--- src/hdl/rfrd_pkg.sv ---
// ---------------------------------------------------------------------------
// rfrd_pkg
// Shared types and constants for the rotated framebuffer rectangle
// descriptor generator.
// ---------------------------------------------------------------------------
package rfrd_pkg;

   localparam int COORD_BITS      = 12;
   localparam int BYTES_PER_PIXEL = 2;
   localparam int BPP_SHIFT       = $clog2(BYTES_PER_PIXEL);

   localparam int LINE_BITS   = COORD_BITS + 1;
   localparam int PROD_BITS   = COORD_BITS + LINE_BITS;
   localparam int IDX_BITS    = PROD_BITS + 1;
   localparam int ADDR_BITS   = 32;
   localparam int ASUM_BITS   = (IDX_BITS + BPP_SHIFT > ADDR_BITS) ?
                                (IDX_BITS + BPP_SHIFT) : ADDR_BITS;
   localparam int COLOR_BITS  = 24;
   localparam int C565_BITS   = 16;
   localparam int AMIN_BITS   = 24;
   localparam int AREA_BITS   = 2 * COORD_BITS;
   localparam int ACMP_BITS   = (AREA_BITS > AMIN_BITS) ? AREA_BITS : AMIN_BITS;
   localparam int CSR_IDX_BITS  = 3;
   localparam int CSR_DATA_BITS = 32;

   typedef enum logic [CSR_IDX_BITS-1:0] {
      CSR_ORIENTATION    = 3'd0,
      CSR_FRAME_BASE     = 3'd1,
      CSR_X_RESOLUTION   = 3'd2,
      CSR_Y_RESOLUTION   = 3'd3,
      CSR_LINE_PAD       = 3'd4,
      CSR_ACCEL_MIN_AREA = 3'd5
   } csr_index_type;

   typedef enum logic [1:0] {
      ROT_0   = 2'd0,
      ROT_90  = 2'd1,
      ROT_180 = 2'd2,
      ROT_270 = 2'd3
   } rotation_type;

   typedef struct packed {
      rotation_type            orientation;
      logic [ADDR_BITS-1:0]    frame_base;
      logic [COORD_BITS-1:0]   x_resolution;
      logic [COORD_BITS-1:0]   y_resolution;
      logic [COORD_BITS-1:0]   line_pad;
      logic [AMIN_BITS-1:0]    accel_min_area;
   } cfg_type;

   localparam rotation_type          RST_ORIENTATION    = ROT_90;
   localparam logic [ADDR_BITS-1:0]  RST_FRAME_BASE     = '0;
   localparam logic [COORD_BITS-1:0] RST_X_RESOLUTION   = COORD_BITS'(768);
   localparam logic [COORD_BITS-1:0] RST_Y_RESOLUTION   = COORD_BITS'(1366);
   localparam logic [COORD_BITS-1:0] RST_LINE_PAD       = COORD_BITS'(10);
   localparam logic [AMIN_BITS-1:0]  RST_ACCEL_MIN_AREA = AMIN_BITS'(50);

   function automatic logic [C565_BITS-1:0] pack_565(input logic [COLOR_BITS-1:0] c);
      pack_565 = {c[23:19], c[15:10], c[7:3]};
   endfunction

endpackage

--- src/hdl/rfrd_csr.sv ---
// ---------------------------------------------------------------------------
// rfrd_csr
// Configuration register file; takes one write beat per cycle.
// ---------------------------------------------------------------------------
module rfrd_csr (
   input  logic                                  clock,
   input  logic                                  reset,
   input  logic                                  csr_valid,
   output logic                                  csr_ready,
   input  logic [rfrd_pkg::CSR_IDX_BITS-1:0]     csr_index,
   input  logic [rfrd_pkg::CSR_DATA_BITS-1:0]    csr_wdata,
   output rfrd_pkg::cfg_type                     cfg
);

   rfrd_pkg::cfg_type cfg_ff;
   rfrd_pkg::cfg_type cfg_in;

   assign csr_ready = 1'b1;
   assign cfg       = cfg_ff;

   always_comb begin
      cfg_in = cfg_ff;
      if (csr_valid) begin
         unique case (rfrd_pkg::csr_index_type'(csr_index))
            rfrd_pkg::CSR_ORIENTATION:
               cfg_in.orientation = rfrd_pkg::rotation_type'(csr_wdata[1:0]);
            rfrd_pkg::CSR_FRAME_BASE:
               cfg_in.frame_base = csr_wdata[rfrd_pkg::ADDR_BITS-1:0];
            rfrd_pkg::CSR_X_RESOLUTION:
               cfg_in.x_resolution = csr_wdata[rfrd_pkg::COORD_BITS-1:0];
            rfrd_pkg::CSR_Y_RESOLUTION:
               cfg_in.y_resolution = csr_wdata[rfrd_pkg::COORD_BITS-1:0];
            rfrd_pkg::CSR_LINE_PAD:
               cfg_in.line_pad = csr_wdata[rfrd_pkg::COORD_BITS-1:0];
            rfrd_pkg::CSR_ACCEL_MIN_AREA:
               cfg_in.accel_min_area = csr_wdata[rfrd_pkg::AMIN_BITS-1:0];
            default: ;
         endcase
      end
   end

   always_ff @(posedge clock) begin
      if (reset) begin
         cfg_ff.orientation    <= rfrd_pkg::RST_ORIENTATION;
         cfg_ff.frame_base     <= rfrd_pkg::RST_FRAME_BASE;
         cfg_ff.x_resolution   <= rfrd_pkg::RST_X_RESOLUTION;
         cfg_ff.y_resolution   <= rfrd_pkg::RST_Y_RESOLUTION;
         cfg_ff.line_pad       <= rfrd_pkg::RST_LINE_PAD;
         cfg_ff.accel_min_area <= rfrd_pkg::RST_ACCEL_MIN_AREA;
      end else begin
         cfg_ff <= cfg_in;
      end
   end

endmodule

--- src/hdl/rotated_framebuffer_rect_descriptor.sv ---
// ---------------------------------------------------------------------------
// rotated_framebuffer_rect_descriptor
// Maps a logical rectangle into a rotated, padded framebuffer and emits a
// 2D-transfer descriptor with the RGB565 fill color.
// ---------------------------------------------------------------------------
//
//   channel | ports                          | handshake
//   --------+--------------------------------+-------------------------------
//   request | start, busy, req_*             | beat taken when start & !busy
//   result  | rsp_valid, rsp_*               | one-cycle strobe, no back-pressure
//   config  | csr_valid, csr_ready, csr_*    | beat taken when valid & ready
//
// One request per cycle; each result passes through the stage 1, 2 and 3 registers.
// Stage 1 checks bounds and picks row/column terms for the rotation, stage 2
// holds the two multipliers (row times line pitch, width times height),
// stage 3 adds the column and frame base and compares the area.
// Reset is synchronous, clears the valid bits and loads the configuration
// registers with their reset values.
// busy stays low: the result side never stalls, so nothing backs up.
// ---------------------------------------------------------------------------
module rotated_framebuffer_rect_descriptor (
   input  logic                                  clock,
   input  logic                                  reset,
   input  logic                                  start,
   output logic                                  busy,
   input  logic [rfrd_pkg::COORD_BITS-1:0]       req_rect_x,
   input  logic [rfrd_pkg::COORD_BITS-1:0]       req_rect_y,
   input  logic [rfrd_pkg::COORD_BITS-1:0]       req_rect_width,
   input  logic [rfrd_pkg::COORD_BITS-1:0]       req_rect_height,
   input  logic [rfrd_pkg::COLOR_BITS-1:0]       req_fill_color,
   output logic                                  rsp_valid,
   output logic [rfrd_pkg::ADDR_BITS-1:0]        rsp_start_address,
   output logic [rfrd_pkg::COORD_BITS-1:0]       rsp_run_length,
   output logic [rfrd_pkg::COORD_BITS-1:0]       rsp_run_count,
   output logic [rfrd_pkg::LINE_BITS-1:0]        rsp_line_skip,
   output logic [rfrd_pkg::C565_BITS-1:0]        rsp_color_565,
   output logic                                  rsp_use_accelerator,
   output logic                                  rsp_range_error,
   input  logic                                  csr_valid,
   output logic                                  csr_ready,
   input  logic [rfrd_pkg::CSR_IDX_BITS-1:0]     csr_index,
   input  logic [rfrd_pkg::CSR_DATA_BITS-1:0]    csr_wdata
);

   localparam int CB = rfrd_pkg::COORD_BITS;
   localparam int LB = rfrd_pkg::LINE_BITS;

   rfrd_pkg::cfg_type cfg;

   rfrd_csr u_csr (
      .clock     (clock),
      .reset     (reset),
      .csr_valid (csr_valid),
      .csr_ready (csr_ready),
      .csr_index (csr_index),
      .csr_wdata (csr_wdata),
      .cfg       (cfg)
   );

   assign busy = 1'b0;

   // ---------------- stage 1: bounds and rotation terms ----------------
   logic                 accept;
   logic [CB:0]          x_end, y_end, x_rem, y_rem;
   logic                 bad_in;
   logic [CB-1:0]        row_in, col_in, run_in, runs_in;
   logic [LB-1:0]        line_in;

   assign accept = start & ~busy;

   always_comb begin
      x_end  = {1'b0, req_rect_x} + {1'b0, req_rect_width};
      y_end  = {1'b0, req_rect_y} + {1'b0, req_rect_height};
      x_rem  = {1'b0, cfg.x_resolution} - x_end;
      y_rem  = {1'b0, cfg.y_resolution} - y_end;
      bad_in = (req_rect_width == '0) || (req_rect_height == '0) ||
               (x_end > {1'b0, cfg.x_resolution}) ||
               (y_end > {1'b0, cfg.y_resolution});
      case (cfg.orientation)
         rfrd_pkg::ROT_0: begin
            line_in = {1'b0, cfg.x_resolution} + {1'b0, cfg.line_pad};
            run_in  = req_rect_width;
            runs_in = req_rect_height;
            row_in  = req_rect_y;
            col_in  = req_rect_x;
         end
         rfrd_pkg::ROT_90: begin
            line_in = {1'b0, cfg.y_resolution} + {1'b0, cfg.line_pad};
            run_in  = req_rect_height;
            runs_in = req_rect_width;
            row_in  = x_rem[CB-1:0];
            col_in  = req_rect_y;
         end
         rfrd_pkg::ROT_180: begin
            line_in = {1'b0, cfg.x_resolution} + {1'b0, cfg.line_pad};
            run_in  = req_rect_width;
            runs_in = req_rect_height;
            row_in  = y_rem[CB-1:0];
            col_in  = x_rem[CB-1:0];
         end
         default: begin
            line_in = {1'b0, cfg.y_resolution} + {1'b0, cfg.line_pad};
            run_in  = req_rect_height;
            runs_in = req_rect_width;
            row_in  = req_rect_x;
            col_in  = y_rem[CB-1:0];
         end
      endcase
   end

   logic                               s1_valid_ff;
   logic                               s1_bad_ff;
   logic [CB-1:0]                      s1_row_ff, s1_col_ff, s1_run_ff, s1_runs_ff;
   logic [CB-1:0]                      s1_w_ff, s1_h_ff;
   logic [LB-1:0]                      s1_line_ff;
   logic [rfrd_pkg::C565_BITS-1:0]     s1_color_ff;

   always_ff @(posedge clock) begin
      if (reset) begin
         s1_valid_ff <= 1'b0;
      end else begin
         s1_valid_ff <= accept;
      end
      s1_bad_ff   <= bad_in;
      s1_row_ff   <= row_in;
      s1_col_ff   <= col_in;
      s1_run_ff   <= run_in;
      s1_runs_ff  <= runs_in;
      s1_w_ff     <= req_rect_width;
      s1_h_ff     <= req_rect_height;
      s1_line_ff  <= line_in;
      s1_color_ff <= rfrd_pkg::pack_565(req_fill_color);
   end

   // ---------------- stage 2: multipliers ----------------
   logic                                s2_valid_ff;
   logic                                s2_bad_ff;
   logic [rfrd_pkg::PROD_BITS-1:0]      s2_prod_ff;
   logic [rfrd_pkg::AREA_BITS-1:0]      s2_area_ff;
   logic [CB-1:0]                       s2_col_ff, s2_run_ff, s2_runs_ff;
   logic [LB-1:0]                       s2_skip_ff;
   logic [rfrd_pkg::C565_BITS-1:0]      s2_color_ff;

   always_ff @(posedge clock) begin
      if (reset) begin
         s2_valid_ff <= 1'b0;
      end else begin
         s2_valid_ff <= s1_valid_ff;
      end
      s2_bad_ff   <= s1_bad_ff;
      s2_prod_ff  <= rfrd_pkg::PROD_BITS'(s1_row_ff) * rfrd_pkg::PROD_BITS'(s1_line_ff);
      s2_area_ff  <= rfrd_pkg::AREA_BITS'(s1_w_ff) * rfrd_pkg::AREA_BITS'(s1_h_ff);
      s2_col_ff   <= s1_col_ff;
      s2_run_ff   <= s1_run_ff;
      s2_runs_ff  <= s1_runs_ff;
      s2_skip_ff  <= s1_line_ff - {1'b0, s1_run_ff};
      s2_color_ff <= s1_color_ff;
   end

   // ---------------- stage 3: address and area compare ----------------
   logic [rfrd_pkg::IDX_BITS-1:0]   idx;
   logic [rfrd_pkg::ASUM_BITS-1:0]  addr_sum;
   logic                            accel;

   always_comb begin
      idx      = {1'b0, s2_prod_ff} + rfrd_pkg::IDX_BITS'(s2_col_ff);
      addr_sum = (rfrd_pkg::ASUM_BITS'(idx) << rfrd_pkg::BPP_SHIFT) +
                 rfrd_pkg::ASUM_BITS'(cfg.frame_base);
      accel    = rfrd_pkg::ACMP_BITS'(s2_area_ff) >
                 rfrd_pkg::ACMP_BITS'(cfg.accel_min_area);
   end

   logic                                s3_valid_ff;
   logic [rfrd_pkg::ADDR_BITS-1:0]      s3_addr_ff;
   logic [CB-1:0]                       s3_run_ff, s3_runs_ff;
   logic [LB-1:0]                       s3_skip_ff;
   logic [rfrd_pkg::C565_BITS-1:0]      s3_color_ff;
   logic                                s3_accel_ff;
   logic                                s3_bad_ff;

   // zero the descriptor fields of an out-of-frame or empty rectangle, keep the color
   always_ff @(posedge clock) begin
      if (reset) begin
         s3_valid_ff <= 1'b0;
      end else begin
         s3_valid_ff <= s2_valid_ff;
      end
      s3_addr_ff  <= s2_bad_ff ? '0 : addr_sum[rfrd_pkg::ADDR_BITS-1:0];
      s3_run_ff   <= s2_bad_ff ? '0 : s2_run_ff;
      s3_runs_ff  <= s2_bad_ff ? '0 : s2_runs_ff;
      s3_skip_ff  <= s2_bad_ff ? '0 : s2_skip_ff;
      s3_accel_ff <= s2_bad_ff ? 1'b0 : accel;
      s3_bad_ff   <= s2_bad_ff;
      s3_color_ff <= s2_color_ff;
   end

   assign rsp_valid           = s3_valid_ff;
   assign rsp_start_address   = s3_addr_ff;
   assign rsp_run_length      = s3_run_ff;
   assign rsp_run_count       = s3_runs_ff;
   assign rsp_line_skip       = s3_skip_ff;
   assign rsp_color_565       = s3_color_ff;
   assign rsp_use_accelerator = s3_accel_ff;
   assign rsp_range_error     = s3_bad_ff;

endmodule
--- config.mk ---
export PLATFORM = sky130hd
export DESIGN_NAME = rotated_framebuffer_rect_descriptor
export DESIGN_NICKNAME = d
export VERILOG_FILES = /design/src/hdl/rfrd_pkg.sv /design/src/hdl/rfrd_csr.sv /design/src/hdl/rotated_framebuffer_rect_descriptor.sv
export SDC_FILE = /design/constraint.sdc
export NUM_CORES = 1
export LEC_CHECK = 0
export BUFFER_PORTS_ARGS = -buffer_cell sky130_fd_sc_hd__clkbuf_2
export CAP_MARGIN = 20
export CORE_MARGIN = 5
export CORE_UTILIZATION = 40
export CTS_CLUSTER_SIZE = 10
export DETAILED_ROUTE_END_ITERATION = 6
export PLACE_DENSITY = 0.64
export SLEW_MARGIN = 20
export SYNTH_ARGS = -nofsm -noshare
export SYNTH_HDL_FRONTEND = slang
export SYNTH_SLANG_ARGS = --single-unit
--- constraint.sdc ---
create_clock -name clock -period 7.1 [get_ports clock]
set_input_delay 0.355 -clock clock [delete_from_list [all_inputs] [get_ports clock]]
set_output_delay 0.355 -clock clock [all_outputs]
set_load 0.005 [all_outputs]
* After elaboration in Yosys (flattened, before gate mapping)
Index checks and enable logic that the tools add are counted.
W data, S select, Z words.
** Word-level totals
- Logic and storage cells :: 73
- Output and inout port bits :: 90
- Flip-flop bits (word level) :: 401
** Operators by class
- Multipliers :: 2
- Eq/ne operators :: 7
- Mux-type cells :: 5
- Add/sub/neg operators :: 9
- $lt $le $gt $ge :: 3
- Reduce and logical (&&, ||, !) cells :: 14
** Operators with widths (number)
- $pmux W12 S3 :: 2
- $add A12 B12 Y13 :: 4
- $add A27 B32 Y32 :: 1
- $add A25 B12 Y26 :: 1
- $gt A13 B12 Y1 :: 2
- $mul A12 B13 Y25 :: 1
- $gt A24 B24 Y1 :: 1
- $logic_not A12 Y1 :: 2
- $mul A12 B12 Y24 :: 1
- $mux W12 :: 2
- $sub A12 B12 Y12 :: 2
- $mux W13 :: 1
- $sub A13 B12 Y13 :: 1
- $reduce_and A2 Y1 :: 6
- $eq A3 B2 Y1 const B :: 2
- $eq A3 B3 Y1 const B :: 2
- $eq A3 B1 Y1 const B :: 1
- $logic_not A3 Y1 :: 1
- $logic_or A1 B1 Y1 :: 3
- $eq A2 B1 Y1 const B :: 1
- $eq A2 B2 Y1 const B :: 1
- $logic_not A2 Y1 :: 1
- $reduce_or A2 Y1 :: 1

* Longest topological paths before layout
- Depth in word-level cells :: 4
- Mapped depth :: 20
- Gate-level depth less buffers :: 19

* By module
From an unflattened synthesis, not the netlist that was laid out.
** Unflattened totals
- Cell total of the unflattened synthesis :: 3003
- Area total of the unflattened synthesis :: 27980.6 µm²
** Modules (own cells, without submodules)
- rotated_framebuffer_rect_descriptor :: times used 1, cells an instance 2640, area an instance 24069.3 µm²
- rfrd_csr :: times used 1, cells an instance 363, area an instance 3911.3 µm²

* Worst setup path after synthesis
Ideal clock, no wire load.
- Path type :: register -> register
- Start point :: reg s1_row_ff[3]
- End point :: reg s2_prod_ff[22] (netlist bit)
- Stages on the path, launching flop included :: 18
- Clock period less this slack :: 5182 ps
- Setup slack :: 1918 ps
- Library setup time :: 148 ps
- Arrival time :: 5033 ps
- Cell sequence :: dfxtp_1 > clkbuf_1 > nand2_1 > fa_1 > fa_1 > inv_1 > fa_1 > fa_1 > inv_1 > fa_1 > inv_1 > ha_1 > and3_1 > a221oi_4 > o21ai_2 > a221o_1 > nand4_1 > o311ai_2
** On the way
- Word-level cells in the longest chain between the ends :: 1
** Ends and longest elaborated chain
- start: declaration :: RTL line rotated_framebuffer_rect_descriptor.sv:113 : logic [CB-1:0] s1_row_ff, s1_col_ff, s1_run_ff, s1_runs_ff;
- start signal: assignment :: RTL line rotated_framebuffer_rect_descriptor.sv:125 : s1_row_ff <= row_in;
- $mul A12 B13 Y25 :: RTL line rotated_framebuffer_rect_descriptor.sv:151 : s2_prod_ff <= rfrd_pkg::PROD_BITS'(s1_row_ff) * rfrd_pkg::PROD_BITS'(s1_line_ff);
- end signal: assignment :: RTL line rotated_framebuffer_rect_descriptor.sv:151
- end: declaration :: RTL line rotated_framebuffer_rect_descriptor.sv:138 : logic [rfrd_pkg::PROD_BITS-1:0] s2_prod_ff;
No other way between the ends.
A chain may end at the register's enable or synchronous reset.

* Worst setup path in the final report
- Start point :: reg s1_line_ff[7]
- End point :: reg s2_prod_ff[22] (netlist bit)
** On the way
- Word-level cells in the longest chain between the ends :: 1
** Ends and longest elaborated chain
- start: declaration :: RTL line rotated_framebuffer_rect_descriptor.sv:115 : logic [LB-1:0] s1_line_ff;
- start signal: assignment :: RTL line rotated_framebuffer_rect_descriptor.sv:131 : s1_line_ff <= line_in;
- $mul A12 B13 Y25 :: RTL line rotated_framebuffer_rect_descriptor.sv:151
No other way between the ends.

==> metrics.log <==
INFO  metric r2r_end = s2_prod_ff[22]$_DFF_P_
INFO  metric crit-reg2reg-launch = s1_line_ff[7]$_DFF_P_
INFO  metric timing.reg2reg.worst_path_depth = 16
INFO  metric design.final.nets = 3844
INFO  metric hold_critical_path_depth = 1
INFO  metric routed-via-count = 20800
INFO  metric outcome = completed
INFO  metric synth-async-reset-ratio = 0%
INFO  metric grt_pass1_vias = 20700
INFO  metric firstDrtPassIters = 5
INFO  metric post_synthesis_cell_count = 3064
INFO  metric share_of_the_synthesized_area_in_compound_gates_ao_oa_aoi_oai = 11.6%
INFO  metric dp.cells = 4035
INFO  metric drv_cap = 0
INFO  metric overflow = 0
INFO  metric yosysTopAreaCellShare = 29.3%
INFO  metric cp_data_required_time = 7.52 ns
INFO  metric ir_drop = 0.000603 V
INFO  metric core_area = 68300 um^2
INFO  metric clock_sinks = 401
INFO  metric area_growth = 12.1%
INFO  metric gp_congestion = 0.903
INFO  metric htree_levels = 2
INFO  metric worst_setup_slack_before_clock_tree_synthesis = 1.37 ns
INFO  metric post-route-drc-count = 0
INFO  metric synth_adder_area_share = 28.7%
INFO  metric crit_type = reg2reg
INFO  metric dr.first_iter.drc_count = 1066
INFO  metric final_antenna_net_count = 0
INFO  metric final-setup-viol-count = 0
INFO  metric pleak = 14.7 nW
INFO  metric cp-end-kind = flip-flop
INFO  metric die_w = 272 um
INFO  metric mappedNetlistArea = 27400 um^2
INFO  metric floorplan.initialDensity = 40.1%
INFO  metric post-route-period-util = 80.7%
INFO  metric slew_headroom = 26.6%
INFO  metric synth_xor_xnor_area_share = 3.96%
INFO  metric setup-tns-final = 0 ns
INFO  metric worst_clock_skew = 0.0267 ns
INFO  metric cts_root_buffer = clkbuf_16
INFO  metric most_common_cell_after_layout_fill_and_taps_aside = nand2_1
INFO  metric placedInstanceArea = 29100 um^2
INFO  metric finish.instance_area = 30800 um^2
INFO  metric max_clock_freq = 0.175 GHz
INFO  metric worst_hold_startpoint = req_rect_height[8]
INFO  metric top_post_synthesis_cells_by_area = dfxtp_1 (29%), fa_1 (16%), ha_1 (13%), nand2_1 (6.3%), inv_1 (5.6%)
INFO  metric synth.yosys.seq_area_share = 29.3%
INFO  metric grt.total_usage = 19.0%
INFO  metric synth_cell_types = 81
INFO  metric die_area = 73900 um^2
INFO  metric crit_fanout = 13
INFO  metric synth.avg_cell_area = 8.96 um^2
INFO  metric rsz0062_at_grt = false
INFO  metric worst_pin_slew = 1.10 ns
INFO  metric cts_tree = built
INFO  metric post-route-worst-setup-slack = 1.37 ns
INFO  metric io_pins = 201
INFO  metric rows = 96
INFO  metric synth_flop_type = dfxtp_1
INFO  metric post-dp-hpwl = 55600 um
INFO  metric finalCoreUtilization = 45.0%
INFO  metric yosys.area.top_type = dfxtp_1
INFO  metric number_of_warnings_issued_by_yosys = 0
INFO  metric synth_enable_flop_cells = 0
INFO  metric synth-simple-area-share = 16.7%
INFO  metric arrival_time_worst_endpoint = 6.15 ns
INFO  metric die_h = 272 um
INFO  metric timing.final.max_slew_violations = 0
INFO  metric whs_endpoint = s1_h_ff[8]$_DFF_P_
INFO  metric post_synth_mux_area_share = 2.45%
INFO  metric synthesis.nets = 3674
INFO  metric cts_post_setup_buffers_inserted = 0
INFO  metric cts_made_buffers = 47
INFO  metric number_of_buffers_on_the_longest_clock_path = 3
INFO  metric layout.cells.non_filler = 4127
INFO  metric final_hold_violation_count = 0
INFO  metric worst-r2r-setup-slack = 1.37 ns
INFO  metric synth_seq_cells = 401
INFO  metric grt_pass1_wl = 113000 um
INFO  metric antenna_found_initial = 4
INFO  metric startpoint_type = flip-flop
INFO  metric clock_insertion_delay_worst_skew = 0.58 ns
INFO  metric finalWirelength = 71300 um
INFO  metric io_buffers = 190
INFO  metric min_period = 5.73 ns
INFO  metric layout_common_cells = nand2_1 (461), inv_1 (409), dfxtp_1 (399)
INFO  metric synth_top_family_by_area = adder cells
INFO  metric wl_per_cell = 17.3 um
INFO  metric cts.reportedPaths.clkPinSlew = 0.05 ns
INFO  metric route.detailed.vias_per_inst = 5.05
INFO  metric worst_hold_path_type = in2reg
INFO  metric largest_net_degree_at_the_start_of_global_routing = 98
INFO  metric drive_gt1_share = 10.2%
INFO  metric power_density = 479 nW/um^2
==> area by class of cell <==
| class | instances | area, um^2 |
|---|---|---|
| antenna | 2 | 5.00 |
| clock buffer | 53 | 1230 |
| clock inverter | 5 | 72.6 |
| fill | 6539 | 37600 |
| inverter | 410 | 1540 |
| multi-input combinational | 2141 | 17400 |
| sequential | 401 | 8030 |
| tap | 882 | 1100 |
| timing repair buffer | 233 | 1350 |
==> worst max path at each step <==
| stage | startpoint | end | slack [ns] | cells after the start |
|---|---|---|---|---|
| finish | s1_line_ff[7]$_DFF_P_ | s2_prod_ff[22]$_DFF_P_ | 1.37 | 16 |
| global route | s1_w_ff[8]$_DFF_P_ | s2_area_ff[21]$_DFF_P_ | 1.11 | 16 |
| CTS | s1_line_ff[7]$_DFF_P_ | s2_prod_ff[21]$_DFF_P_ | 1.36 | 16 |
| detailed placement | s1_line_ff[7]$_DFF_P_ | s2_prod_ff[21]$_DFF_P_ | 1.37 | 16 |
| global placement | s1_line_ff[7]$_DFF_P_ | s2_prod_ff[24]$_DFF_P_ | 1.43 | 15 |
| floorplan | s1_row_ff[3]$_DFF_P_ | s2_prod_ff[22]$_DFF_P_ | 1.92 | 17 |
==> worst max-delay path, stage by stage, from the launching register on <==
cell	delay (ns)
dfxtp_1	0.75
nand2_1	0.17
fa_1	0.48
fa_1	0.55
inv_1	0.05
fa_1	0.51
fa_1	0.55
inv_1	0.06
fa_1	0.55
inv_1	0.05
ha_1	0.39
and3_1	0.25
a221oi_4	0.35
o21ai_2	0.14
a221o_1	0.43
nand4_1	0.15
o311ai_2	0.11
==> cells by family (layout without fill, tap and decap cells) <==
logic type / count (synthesis) / in the layout
and+or+nand+nor: 978 / 978
DFF: 401 / 401
muxes: 54 / 54
adders and majority gates: 499 / 499
other: 2 / 4
AOI/OAI and AO/OA: 484 / 484
buffers and inverters: 522 / 701
xor gates and xnor gates: 124 / 124
==> synthesized netlist by cell type (all sizes together), types with 76 or more instances <==
cell type  number
dfxtp         401
clkbuf         97
o21ai          76
and2          131
inv           410
xnor2          87
fa            218
nor2          126
nand2         461
nor2b          78
a21oi         194
ha            281
==> stage by stage <==
| stage | total power [mW] | hold WS, ns |
|---|---|---|
| floorplan | 10.2 | 0.310 |
| global placement | 12.6 | 0.310 |
| detailed placement | 12.7 | 0.312 |
| CTS | 15.0 | 0.0000195 |
| global route | 16.2 | 0.00954 |
| finish | 14.7 | 0.0231 |
==> layer usage <==
layer	part of all wire (%)	up-vias	track usage, %
li1	-	10300	-
met1	42	10100	23.4
met2	52	369	34.7
met3	3.6	112	2.23
met4	3.0	4	5.81
met5	0.029	-	0
==> where the power goes <==
group          leakage, nW  switching (mW)  total [mW]  internal (mW)
Clock                0.640           0.900        2.14           1.24
Sequential            3.32           0.321        3.00           2.68
Combinational         10.7            5.51        9.58           4.08
==> repair_timing <==
| action | CTS | global route |
|---|---|---|
| hold endpoints to repair | 32 | 0 |
| resized for setup | 0 | 0 |
| hold buffers | 32 | 0 |
==> state kept, by name (all words and copies together) (netlist names), 12 cells and up <==
| register | count |
|---|---|
| u_csr.cfg | 94 |
| rsp_start_address | 32 |
| s2_prod_ff | 25 |
| s2_area_ff | 24 |
| rsp_color_565 | 16 |
| s1_color_ff | 16 |
| s2_color_ff | 16 |
| rsp_line_skip | 13 |
| s1_line_ff | 13 |
| s2_skip_ff | 13 |
| rsp_run_count | 12 |
| rsp_run_length | 12 |
| s1_col_ff | 12 |
| s1_h_ff | 12 |
| s1_row_ff | 12 |
| s1_run_ff | 12 |
| s1_runs_ff | 12 |
| s1_w_ff | 12 |
| s2_col_ff | 12 |
| s2_run_ff | 12 |
| s2_runs_ff | 12 |
No activity file was read; power rests on OpenSTA's default activity.
